File: src/rtl/core/ttyld_pkg.sv
`default_nettype none

package ttyld_pkg;

  localparam int unsigned RING_DEPTH  = 128;
  localparam int unsigned CHANNELS    = 2;
  localparam int unsigned SLOT_W      = $clog2(RING_DEPTH);
  localparam int unsigned PTR_W       = SLOT_W + 1;
  localparam int unsigned CH_W        = 1;
  localparam int unsigned ADDR_W      = CH_W + SLOT_W;
  localparam int unsigned STORE_DEPTH = CHANNELS * RING_DEPTH;
  localparam int unsigned CFG_IDX_W   = 2;

  localparam logic [7:0] KEY_NUL    = 8'h00;
  localparam logic [7:0] KEY_CTRL_D = 8'h04;
  localparam logic [7:0] KEY_CTRL_H = 8'h08;
  localparam logic [7:0] KEY_LF     = 8'h0a;
  localparam logic [7:0] KEY_CR     = 8'h0d;
  localparam logic [7:0] KEY_CTRL_P = 8'h10;
  localparam logic [7:0] KEY_CTRL_U = 8'h15;
  localparam logic [7:0] KEY_DEL    = 8'h7f;

  typedef enum logic [CFG_IDX_W-1:0] {
    CFG_CANON_SERIAL,
    CFG_ECHO_SERIAL,
    CFG_CANON_CONSOLE,
    CFG_ECHO_CONSOLE
  } cfg_idx_e;

  typedef enum logic {
    OP_RECEIVE,
    OP_READ
  } op_e;

  typedef enum logic {
    ST_IDLE,
    ST_READ
  } state_e;

  typedef logic [PTR_W-1:0] ptr_t;

  typedef struct packed {
    logic       wr;
    logic [7:0] wr_char;
    ptr_t       edit_nxt;
    ptr_t       commit_nxt;
    logic       echo_valid;
    logic [7:0] echo_char;
    logic [7:0] erase_count;
    logic       proc_list;
  } rx_edit_t;

  typedef struct packed {
    logic       echo_valid;
    logic [7:0] echo_char;
    logic [7:0] erase_count;
    logic       data_valid;
    logic [7:0] data_byte;
    logic       end_of_file;
    logic       buffer_empty;
    logic       stop_read;
    logic       proc_list;
  } result_t;

endpackage

`default_nettype wire

File: src/rtl/core/ttyld_line_store.sv
`default_nettype none

module ttyld_line_store (
  input  wire logic                       clk_i,
  input  wire logic                       we_i,
  input  wire logic [ttyld_pkg::ADDR_W-1:0] waddr_i,
  input  wire logic [7:0]                 wdata_i,
  input  wire logic                       re_i,
  input  wire logic [ttyld_pkg::ADDR_W-1:0] raddr_i,
  output logic      [7:0]                 rdata_o
);
  import ttyld_pkg::*;

  logic [7:0] mem [STORE_DEPTH];
  logic [7:0] rdata_q;

  always_ff @(posedge clk_i) begin
    if (we_i) begin
      mem[waddr_i] <= wdata_i;
    end
  end

  always_ff @(posedge clk_i) begin
    if (re_i) begin
      rdata_q <= mem[raddr_i];
    end
  end

  assign rdata_o = rdata_q;

endmodule

`default_nettype wire

File: src/rtl/core/ttyld_rx_edit.sv
`default_nettype none

module ttyld_rx_edit (
  input  wire logic                canon_i,
  input  wire logic                echo_i,
  input  wire logic [7:0]          char_i,
  input  wire ttyld_pkg::ptr_t     read_ptr_i,
  input  wire ttyld_pkg::ptr_t     commit_ptr_i,
  input  wire ttyld_pkg::ptr_t     edit_ptr_i,
  output ttyld_pkg::rx_edit_t      edit_o
);
  import ttyld_pkg::*;

  ptr_t       used;
  ptr_t       line_len;
  ptr_t       edit_inc;
  ptr_t       used_inc;
  logic       room;
  logic [7:0] stored;

  always_comb begin
    used     = edit_ptr_i - read_ptr_i;
    line_len = edit_ptr_i - commit_ptr_i;
    edit_inc = edit_ptr_i + PTR_W'(1);
    used_inc = edit_inc - read_ptr_i;
    room     = (32'(used) < RING_DEPTH);
    stored   = (canon_i && char_i == KEY_CR) ? KEY_LF : char_i;

    edit_o            = '0;
    edit_o.edit_nxt   = edit_ptr_i;
    edit_o.commit_nxt = commit_ptr_i;

    if (canon_i && char_i == KEY_CTRL_P) begin
      edit_o.proc_list = 1'b1;
    end else if (canon_i && char_i == KEY_CTRL_U) begin
      edit_o.edit_nxt = commit_ptr_i;
      if (echo_i) begin
        edit_o.erase_count = (32'(line_len) > 32'd255) ? 8'hff : 8'(line_len);
      end
    end else if (canon_i && (char_i == KEY_CTRL_H || char_i == KEY_DEL)) begin
      if (edit_ptr_i != commit_ptr_i) begin
        edit_o.edit_nxt = edit_ptr_i - PTR_W'(1);
        if (echo_i) begin
          edit_o.erase_count = 8'd1;
        end
      end
    end else if (char_i != KEY_NUL && room) begin
      edit_o.wr       = 1'b1;
      edit_o.wr_char  = stored;
      edit_o.edit_nxt = edit_inc;
      if (echo_i && stored != KEY_CTRL_D) begin
        edit_o.echo_valid = 1'b1;
        edit_o.echo_char  = stored;
      end
      if (!canon_i || stored == KEY_LF || stored == KEY_CTRL_D ||
          32'(used_inc) == RING_DEPTH) begin
        edit_o.commit_nxt = edit_inc;
      end
    end
  end

endmodule

`default_nettype wire

File: src/rtl/core/tty_line_discipline_buffer.sv
// Terminal input buffer with one ring per channel. An item is taken when start_i is
// high and busy_o is low, and its single result is shown for exactly one cycle with
// done_o high; the receiver cannot stall, so results must be taken as they appear.
// A receive item, a read of an empty buffer and an item for a channel without a ring
// give their result the cycle after the transfer, and busy_o stays low. A read that
// finds committed data reads the line store, whose output is registered, in ST_READ;
// busy_o is high for one cycle in that state and the result is registered after it.
// Configuration writes are taken at any edge with cfg_we_i high but must only be
// issued while no item is in flight.
`default_nettype none

module tty_line_discipline_buffer (
  input  wire logic                          clk_i,
  input  wire logic                          rst_ni,
  input  wire logic                          start_i,
  output logic                               busy_o,
  input  wire logic                          op_i,
  input  wire logic                          channel_i,
  input  wire logic [7:0]                    char_in_i,
  input  wire logic                          first_of_read_i,
  input  wire logic                          cfg_we_i,
  input  wire logic [ttyld_pkg::CFG_IDX_W-1:0] cfg_idx_i,
  input  wire logic                          cfg_wdata_i,
  output logic                               done_o,
  output logic                               echo_valid_o,
  output logic      [7:0]                    echo_char_o,
  output logic      [7:0]                    erase_count_o,
  output logic                               data_valid_o,
  output logic      [7:0]                    data_byte_o,
  output logic                               end_of_file_o,
  output logic                               buffer_empty_o,
  output logic                               stop_read_o,
  output logic                               process_list_request_o
);
  import ttyld_pkg::*;

  state_e     state_q, state_d;
  ptr_t       rp_q [CHANNELS];
  ptr_t       rp_d [CHANNELS];
  ptr_t       cp_q [CHANNELS];
  ptr_t       cp_d [CHANNELS];
  ptr_t       ep_q [CHANNELS];
  ptr_t       ep_d [CHANNELS];
  logic [1:0] canon_q;
  logic [1:0] echo_q;
  logic       ch_q, ch_d;
  logic       first_q, first_d;
  logic       done_q, done_d;
  result_t    res_q, res_d;

  logic                accept;
  logic                ch_ok;
  logic                canon_in;
  logic                echo_in;
  logic                canon_rd;
  rx_edit_t            rx;
  logic                mem_we;
  logic                mem_re;
  logic [ADDR_W-1:0]   mem_waddr;
  logic [ADDR_W-1:0]   mem_raddr;
  logic [7:0]          mem_rdata;

  assign busy_o   = (state_q == ST_READ);
  assign accept   = start_i && !busy_o;
  assign ch_ok    = (32'(channel_i) < CHANNELS);
  assign canon_in = channel_i ? canon_q[1] : canon_q[0];
  assign echo_in  = channel_i ? echo_q[1] : echo_q[0];
  assign canon_rd = ch_q ? canon_q[1] : canon_q[0];

  ttyld_rx_edit u_rx_edit (
    .canon_i      (canon_in),
    .echo_i       (echo_in),
    .char_i       (char_in_i),
    .read_ptr_i   (rp_q[channel_i]),
    .commit_ptr_i (cp_q[channel_i]),
    .edit_ptr_i   (ep_q[channel_i]),
    .edit_o       (rx)
  );

  assign mem_waddr = {channel_i, ep_q[channel_i][SLOT_W-1:0]};
  assign mem_raddr = {channel_i, rp_q[channel_i][SLOT_W-1:0]};

  ttyld_line_store u_line_store (
    .clk_i   (clk_i),
    .we_i    (mem_we),
    .waddr_i (mem_waddr),
    .wdata_i (rx.wr_char),
    .re_i    (mem_re),
    .raddr_i (mem_raddr),
    .rdata_o (mem_rdata)
  );

  always_ff @(posedge clk_i or negedge rst_ni) begin
    if (!rst_ni) begin
      canon_q <= 2'b11;
      echo_q  <= 2'b11;
    end else if (cfg_we_i) begin
      case (cfg_idx_e'(cfg_idx_i))
        CFG_CANON_SERIAL:  canon_q[0] <= cfg_wdata_i;
        CFG_ECHO_SERIAL:   echo_q[0]  <= cfg_wdata_i;
        CFG_CANON_CONSOLE: canon_q[1] <= cfg_wdata_i;
        CFG_ECHO_CONSOLE:  echo_q[1]  <= cfg_wdata_i;
        default: ;
      endcase
    end
  end

  always_ff @(posedge clk_i or negedge rst_ni) begin
    if (!rst_ni) begin
      state_q <= ST_IDLE;
      done_q  <= 1'b0;
      for (int i = 0; i < CHANNELS; i++) begin
        rp_q[i] <= '0;
        cp_q[i] <= '0;
        ep_q[i] <= '0;
      end
    end else begin
      state_q <= state_d;
      done_q  <= done_d;
      rp_q    <= rp_d;
      cp_q    <= cp_d;
      ep_q    <= ep_d;
    end
  end

  always_ff @(posedge clk_i) begin
    res_q   <= res_d;
    ch_q    <= ch_d;
    first_q <= first_d;
  end

  always_comb begin
    state_d = state_q;
    done_d  = 1'b0;
    res_d   = '0;
    rp_d    = rp_q;
    cp_d    = cp_q;
    ep_d    = ep_q;
    ch_d    = ch_q;
    first_d = first_q;
    mem_we  = 1'b0;
    mem_re  = 1'b0;

    case (state_q)
      ST_IDLE: begin
        if (accept) begin
          ch_d    = channel_i;
          first_d = first_of_read_i;
          if (!ch_ok) begin
            done_d = 1'b1;
          end else if (op_e'(op_i) == OP_RECEIVE) begin
            done_d            = 1'b1;
            mem_we            = rx.wr;
            ep_d[channel_i]   = rx.edit_nxt;
            cp_d[channel_i]   = rx.commit_nxt;
            res_d.echo_valid  = rx.echo_valid;
            res_d.echo_char   = rx.echo_char;
            res_d.erase_count = rx.erase_count;
            res_d.proc_list   = rx.proc_list;
          end else if (rp_q[channel_i] == cp_q[channel_i]) begin
            done_d             = 1'b1;
            res_d.buffer_empty = 1'b1;
          end else begin
            mem_re  = 1'b1;
            state_d = ST_READ;
          end
        end
      end
      ST_READ: begin
        done_d  = 1'b1;
        state_d = ST_IDLE;
        if (canon_rd && mem_rdata == KEY_CTRL_D) begin
          res_d.end_of_file = 1'b1;
          if (first_q) begin
            rp_d[ch_q] = rp_q[ch_q] + PTR_W'(1);
          end
        end else begin
          rp_d[ch_q]       = rp_q[ch_q] + PTR_W'(1);
          res_d.data_valid = 1'b1;
          res_d.data_byte  = mem_rdata;
          res_d.stop_read  = (mem_rdata == KEY_LF) || !canon_rd;
        end
      end
      default: begin
        state_d = ST_IDLE;
      end
    endcase
  end

  assign done_o                 = done_q;
  assign echo_valid_o           = res_q.echo_valid;
  assign echo_char_o            = res_q.echo_char;
  assign erase_count_o          = res_q.erase_count;
  assign data_valid_o           = res_q.data_valid;
  assign data_byte_o            = res_q.data_byte;
  assign end_of_file_o          = res_q.end_of_file;
  assign buffer_empty_o         = res_q.buffer_empty;
  assign stop_read_o            = res_q.stop_read;
  assign process_list_request_o = res_q.proc_list;

endmodule

`default_nettype wire

File: config.mk
export PLATFORM = sky130hd
export DESIGN_NAME = tty_line_discipline_buffer
export DESIGN_NICKNAME = d
export VERILOG_FILES = /design/src/rtl/core/ttyld_pkg.sv /design/src/rtl/core/ttyld_line_store.sv /design/src/rtl/core/ttyld_rx_edit.sv /design/src/rtl/core/tty_line_discipline_buffer.sv
export SDC_FILE = /design/constraint.sdc
export NUM_CORES = 2
export LEC_CHECK = 0
export BUFFER_PORTS_ARGS = -buffer_cell sky130_fd_sc_hd__buf_2
export CAP_MARGIN = 10
export CORE_UTILIZATION = 59
export DETAILED_ROUTE_END_ITERATION = 8
export PLACE_DENSITY = 0.73
export REMOVE_ABC_BUFFERS = 1
export SLEW_MARGIN = 5
export SYNTH_ARGS = -nofsm -noshare
export SYNTH_HDL_FRONTEND = slang
export SYNTH_HIERARCHICAL = 1
export SYNTH_SLANG_ARGS = --single-unit
File: constraint.sdc
create_clock -name clk_i -period 15.6 [get_ports clk_i]
set_input_delay 2.34 -clock clk_i [delete_from_list [all_inputs] [get_ports clk_i]]
set_output_delay 2.34 -clock clk_i [all_outputs]
set_load 0.02 [all_outputs]
==> flow_metrics.py <==
metrics = {
    "floorplanning": {
        "rows": 139,
        "die_h_um": 382,
        "coreArea_um2": 143000,
        "pin_count": 50,
        "start_util_pct": 59.4,
        "die_w_um": 382,
        "fp.dieArea_um2": 146000,
    },
    "layout": {
        "finalNonFillerCells": 6461,
        "nets": 4430,
        "drive_gt1_share_pct": 22.2,
        "fillCellCount": 9186,
        "syn2layout_area_growth_pct": 10.2,
    },
    "detailed_routing": {
        "drtIter0Drc": 6278,
        "vias": 44100,
        "remaining_drc_errors": 2,
        "first_pass_iters": 9,
        "drt_wl_total_um": 208000,
        "ant_nets": 0,
        "routed_via_density": 6.83,
        "wl_per_cell_um": 32.2,
    },
    "place": {
        "numPlacedInstances": 6083,
        "gp_congestion": 0.901,
        "hpwlAfterDp_um": 125000,
        "io_buffers": 49,
    },
    "sta": {
        "setup_tns_ps": 0,
        "tightestPinTransition_ps": 1440,
        "hold_viol": 0,
        "setup_viol": 0,
        "finalCriticalPeriod_ps": 8550,
        "timing.final.crit_share_pct": 54.8,
        "rsz0062_at_grt": "false",
        "slew_violations": 0,
        "maxSlewHeadroom_pct": 4.06,
        "finClkSkew_ps": 48.9,
        "max_freq_mhz": 117,
    },
    "global_routing": {
        "grt_start_max_net_pins": 221,
        "overflow": 0,
        "antenna_found_initial": 7,
        "grt_pass1_wl_um": 302000,
        "grt_usage_pct": 28.8,
        "grt_pass1_vias": 42800,
    },
    "logic_synthesis": {
        "synth.distinct_cells": 90,
        "synthSimpleGateAreaFrac_pct": 3.81,
        "synth.most_common_cell": "edfxtp_1",
        "async_flop_share_pct": 2.52,
        "synth_top_cell_by_area": "edfxtp_1",
        "synthAdderAreaFrac_pct": 0.399,
        "synth_compound_gate_area_share_pct": 3.76,
        "synth_edf_count": 2058,
        "syn_area_per_cell_um2": 19.8,
        "synth_xor_area_share_pct": 0.534,
        "netlist_area_um2": 85200,
        "yosys-top-cells-count": "2058 x edfxtp_1, 454 x mux4_2, 321 x nor2_1",
        "ys_warn_count": 6,
        "synth-main-ff-cell": "edfxtp_1",
        "synth_top_area_share_pct": 72.5,
        "ys_seq_area_share_pct": 74.8,
        "ys_ff_latch": 2142,
        "synth_top_family_by_area": "multiplexers",
        "synthTopCellsByArea": "edfxtp_1 73%, mux4_2 12%, mux2i_1 1.7%, dfrtp_1 1.5%, nor2_1 1.4%",
        "synth_mux_area_share_pct": 14.8,
        "syn_inst": 4303,
    },
    "critical_path": {
        "ff2ff_setup_slack_ps": 8940,
        "path_class": "input pin to flop",
        "crit_path_max_fanout": 52,
        "cp.arrival_ps": 9030,
        "crit_required_ps": 16080,
        "worstReg2RegStart": "rp_q[5]",
        "end_kind": "flop",
        "r2r_cells": 13,
        "start_kind": "input pin",
        "r2r-end": "u_line_store/mem[254][1]",
    },
    "power": {
        "pwr_density_cell_nw_per_um2": 185,
        "power_frac_seq_pct": 42.7,
        "sw_frac_of_total_pct": 31.3,
        "ir_drop_uv": 313,
        "p_leak_uw": 0.0299,
        "p_int_uw": 11900,
        "combPwrFrac_pct": 28.9,
        "p_sw_uw": 5430,
        "clockPowerShare_pct": 28.5,
    },
    "clocking": {
        "clk_pin_slew_ps": 60,
        "tritoncts": "yes",
        "clkLatencyLatePin_ps": 850,
        "cts_made_buffers": 202,
        "cts_setup_buffers": 0,
        "clk_path_buf_depth": 3,
        "hold_buffers": 0,
        "htree_levels": 4,
        "cts_resized": 0,
        "clock-sinks": 2142,
        "cts_root_buffer": "clkbuf_16",
    },
    "job": {
        "maxCapViolations": 0,
    },
    "min_path": {
        "min_to": "ep_q[6]",
        "min_path_cells": 1,
        "hp-start": "ep_q[6]",
        "min_path_type": "flop to flop",
    },
    "outcome": {
        "status": "complete, but fails checks",
        "violations": "DRC",
    },
}
-- per-layer routing --
layer	GRT usage [%]	wire, um
met5	0	34
met4	9.54	6840
met3	6.07	23600
met2	44.1	98800
met1	41.9	78700
-- through the flow --
stage               setup slack [ps]  hold slack (ps)  total power (uW)  utilization [%]  area [um2]
floorplan                      -7480              454             11900                -       83700
global placement                6420              485             12400             60.7       87100
detailed placement              6370              492             12500             60.8       87200
CTS                             7250              506             17400             65.4       93900
global route                    6950              520             17800             65.4       93900
finish                          7050              503             17300             65.4       93900
-- cell families after synthesis --
| logic type | count (synthesis) |
|---|---|
| AOI/OAI and AO/OA | 454 |
| xor gates and xnor gates | 52 |
| adders and majority gates | 26 |
| buffers and inverters | 282 |
| DFF | 2142 |
| muxes | 675 |
| and+or+nand+nor | 672 |
-- how the worst max path moves through the flow --
stage / from / endpoint / slack [ps] / cells past startpoint
2_1_floorplan: channel_i / u_line_store/mem[0][1] / -7480 / 8
3_3_place_gp: channel_i / u_line_store/rdata_o[7] / 6420 / 12
3_5_place_dp: channel_i / u_line_store/rdata_o[7] / 6370 / 12
4_1_cts: channel_i / u_line_store/rdata_o[7] / 7250 / 12
5_1_grt: channel_i / u_line_store/rdata_o[7] / 6950 / 12
6_report: channel_i / u_line_store/mem[254][1] / 7050 / 15
-- final cells by class --
| type | count | area, um2 | share of cell area (%) |
|---|---|---|---|
| flip-flops and latches | 2142 | 63800 | 67.9 |
| multi-input cells | 1879 | 20000 | 21.3 |
| clock buffers | 248 | 5270 | 5.61 |
| well taps | 1903 | 2380 | 2.54 |
| clock inverters | 126 | 1430 | 1.52 |
| repair buffers | 135 | 976 | 1.04 |
| inverters | 26 | 97.6 | 0.104 |
| diodes | 2 | 5.00 | 0.00533 |
-- registers in the layout, summed over array words and instances (netlist names), 8 cells and up --
name,count
echo_char_o,8
erase_count_o,8
u_line_store/mem,2048
cp_q,16
data_byte_o,8
rp_q,16
u_line_store/rdata_o,8
ep_q,16
-- critical path: stages --
cell	delay [ps]
buf_2	90
buf_4	590
mux2_2	920
inv_1	160
ha_1	380
nand4_1	110
and3_1	230
a211oi_1	440
o21a_4	310
nand2_1	290
inv_1	130
and3_1	540
nand4_1	1120
buf_4	640
nor2_1	620
-- cells in the final DEF (no fill, tap or decap), types with 11 or more instances in the layout --
| cell | instances |
|---|---|
| o211ai_1 | 11 |
| o221ai_1 | 46 |
| o22ai_1 | 32 |
| a22oi_1 | 137 |
| xnor2_1 | 24 |
| dfxtp_1 | 30 |
| clkinv_1 | 42 |
| nor3_1 | 32 |
| clkbuf_16 | 202 |
| buf_4 | 78 |
| nand2b_1 | 11 |
| ha_1 | 24 |
| nand3_1 | 52 |
| and3_1 | 25 |
| clkinv_2 | 35 |
| inv_1 | 24 |
| nor2b_1 | 34 |
| nand4_1 | 23 |
| a21oi_1 | 112 |
| a221oi_1 | 14 |
| mux2_2 | 69 |
| nor4_1 | 27 |
| buf_2 | 50 |
| dfrtp_1 | 50 |
| clkbuf_1 | 42 |
| a211oi_1 | 17 |
| o21ai_0 | 26 |
| mux2i_1 | 142 |
| mux4_2 | 454 |
| nor2_1 | 315 |
| and2_1 | 20 |
| bufinv_16 | 24 |
| xor2_1 | 28 |
| edfxtp_1 | 2058 |
| nand2_1 | 62 |
-- power groups by stage --
stage	Sequential (uW)	Clock, uW	Combinational (uW)
floorplan	7630	0	4310
global placement	7500	0	4890
detailed placement	7510	0	4980
CTS	7380	4980	5000
global route	7400	5190	5260
finish	7400	4930	5000
Note: power is estimated with default switching activity, not from simulation.
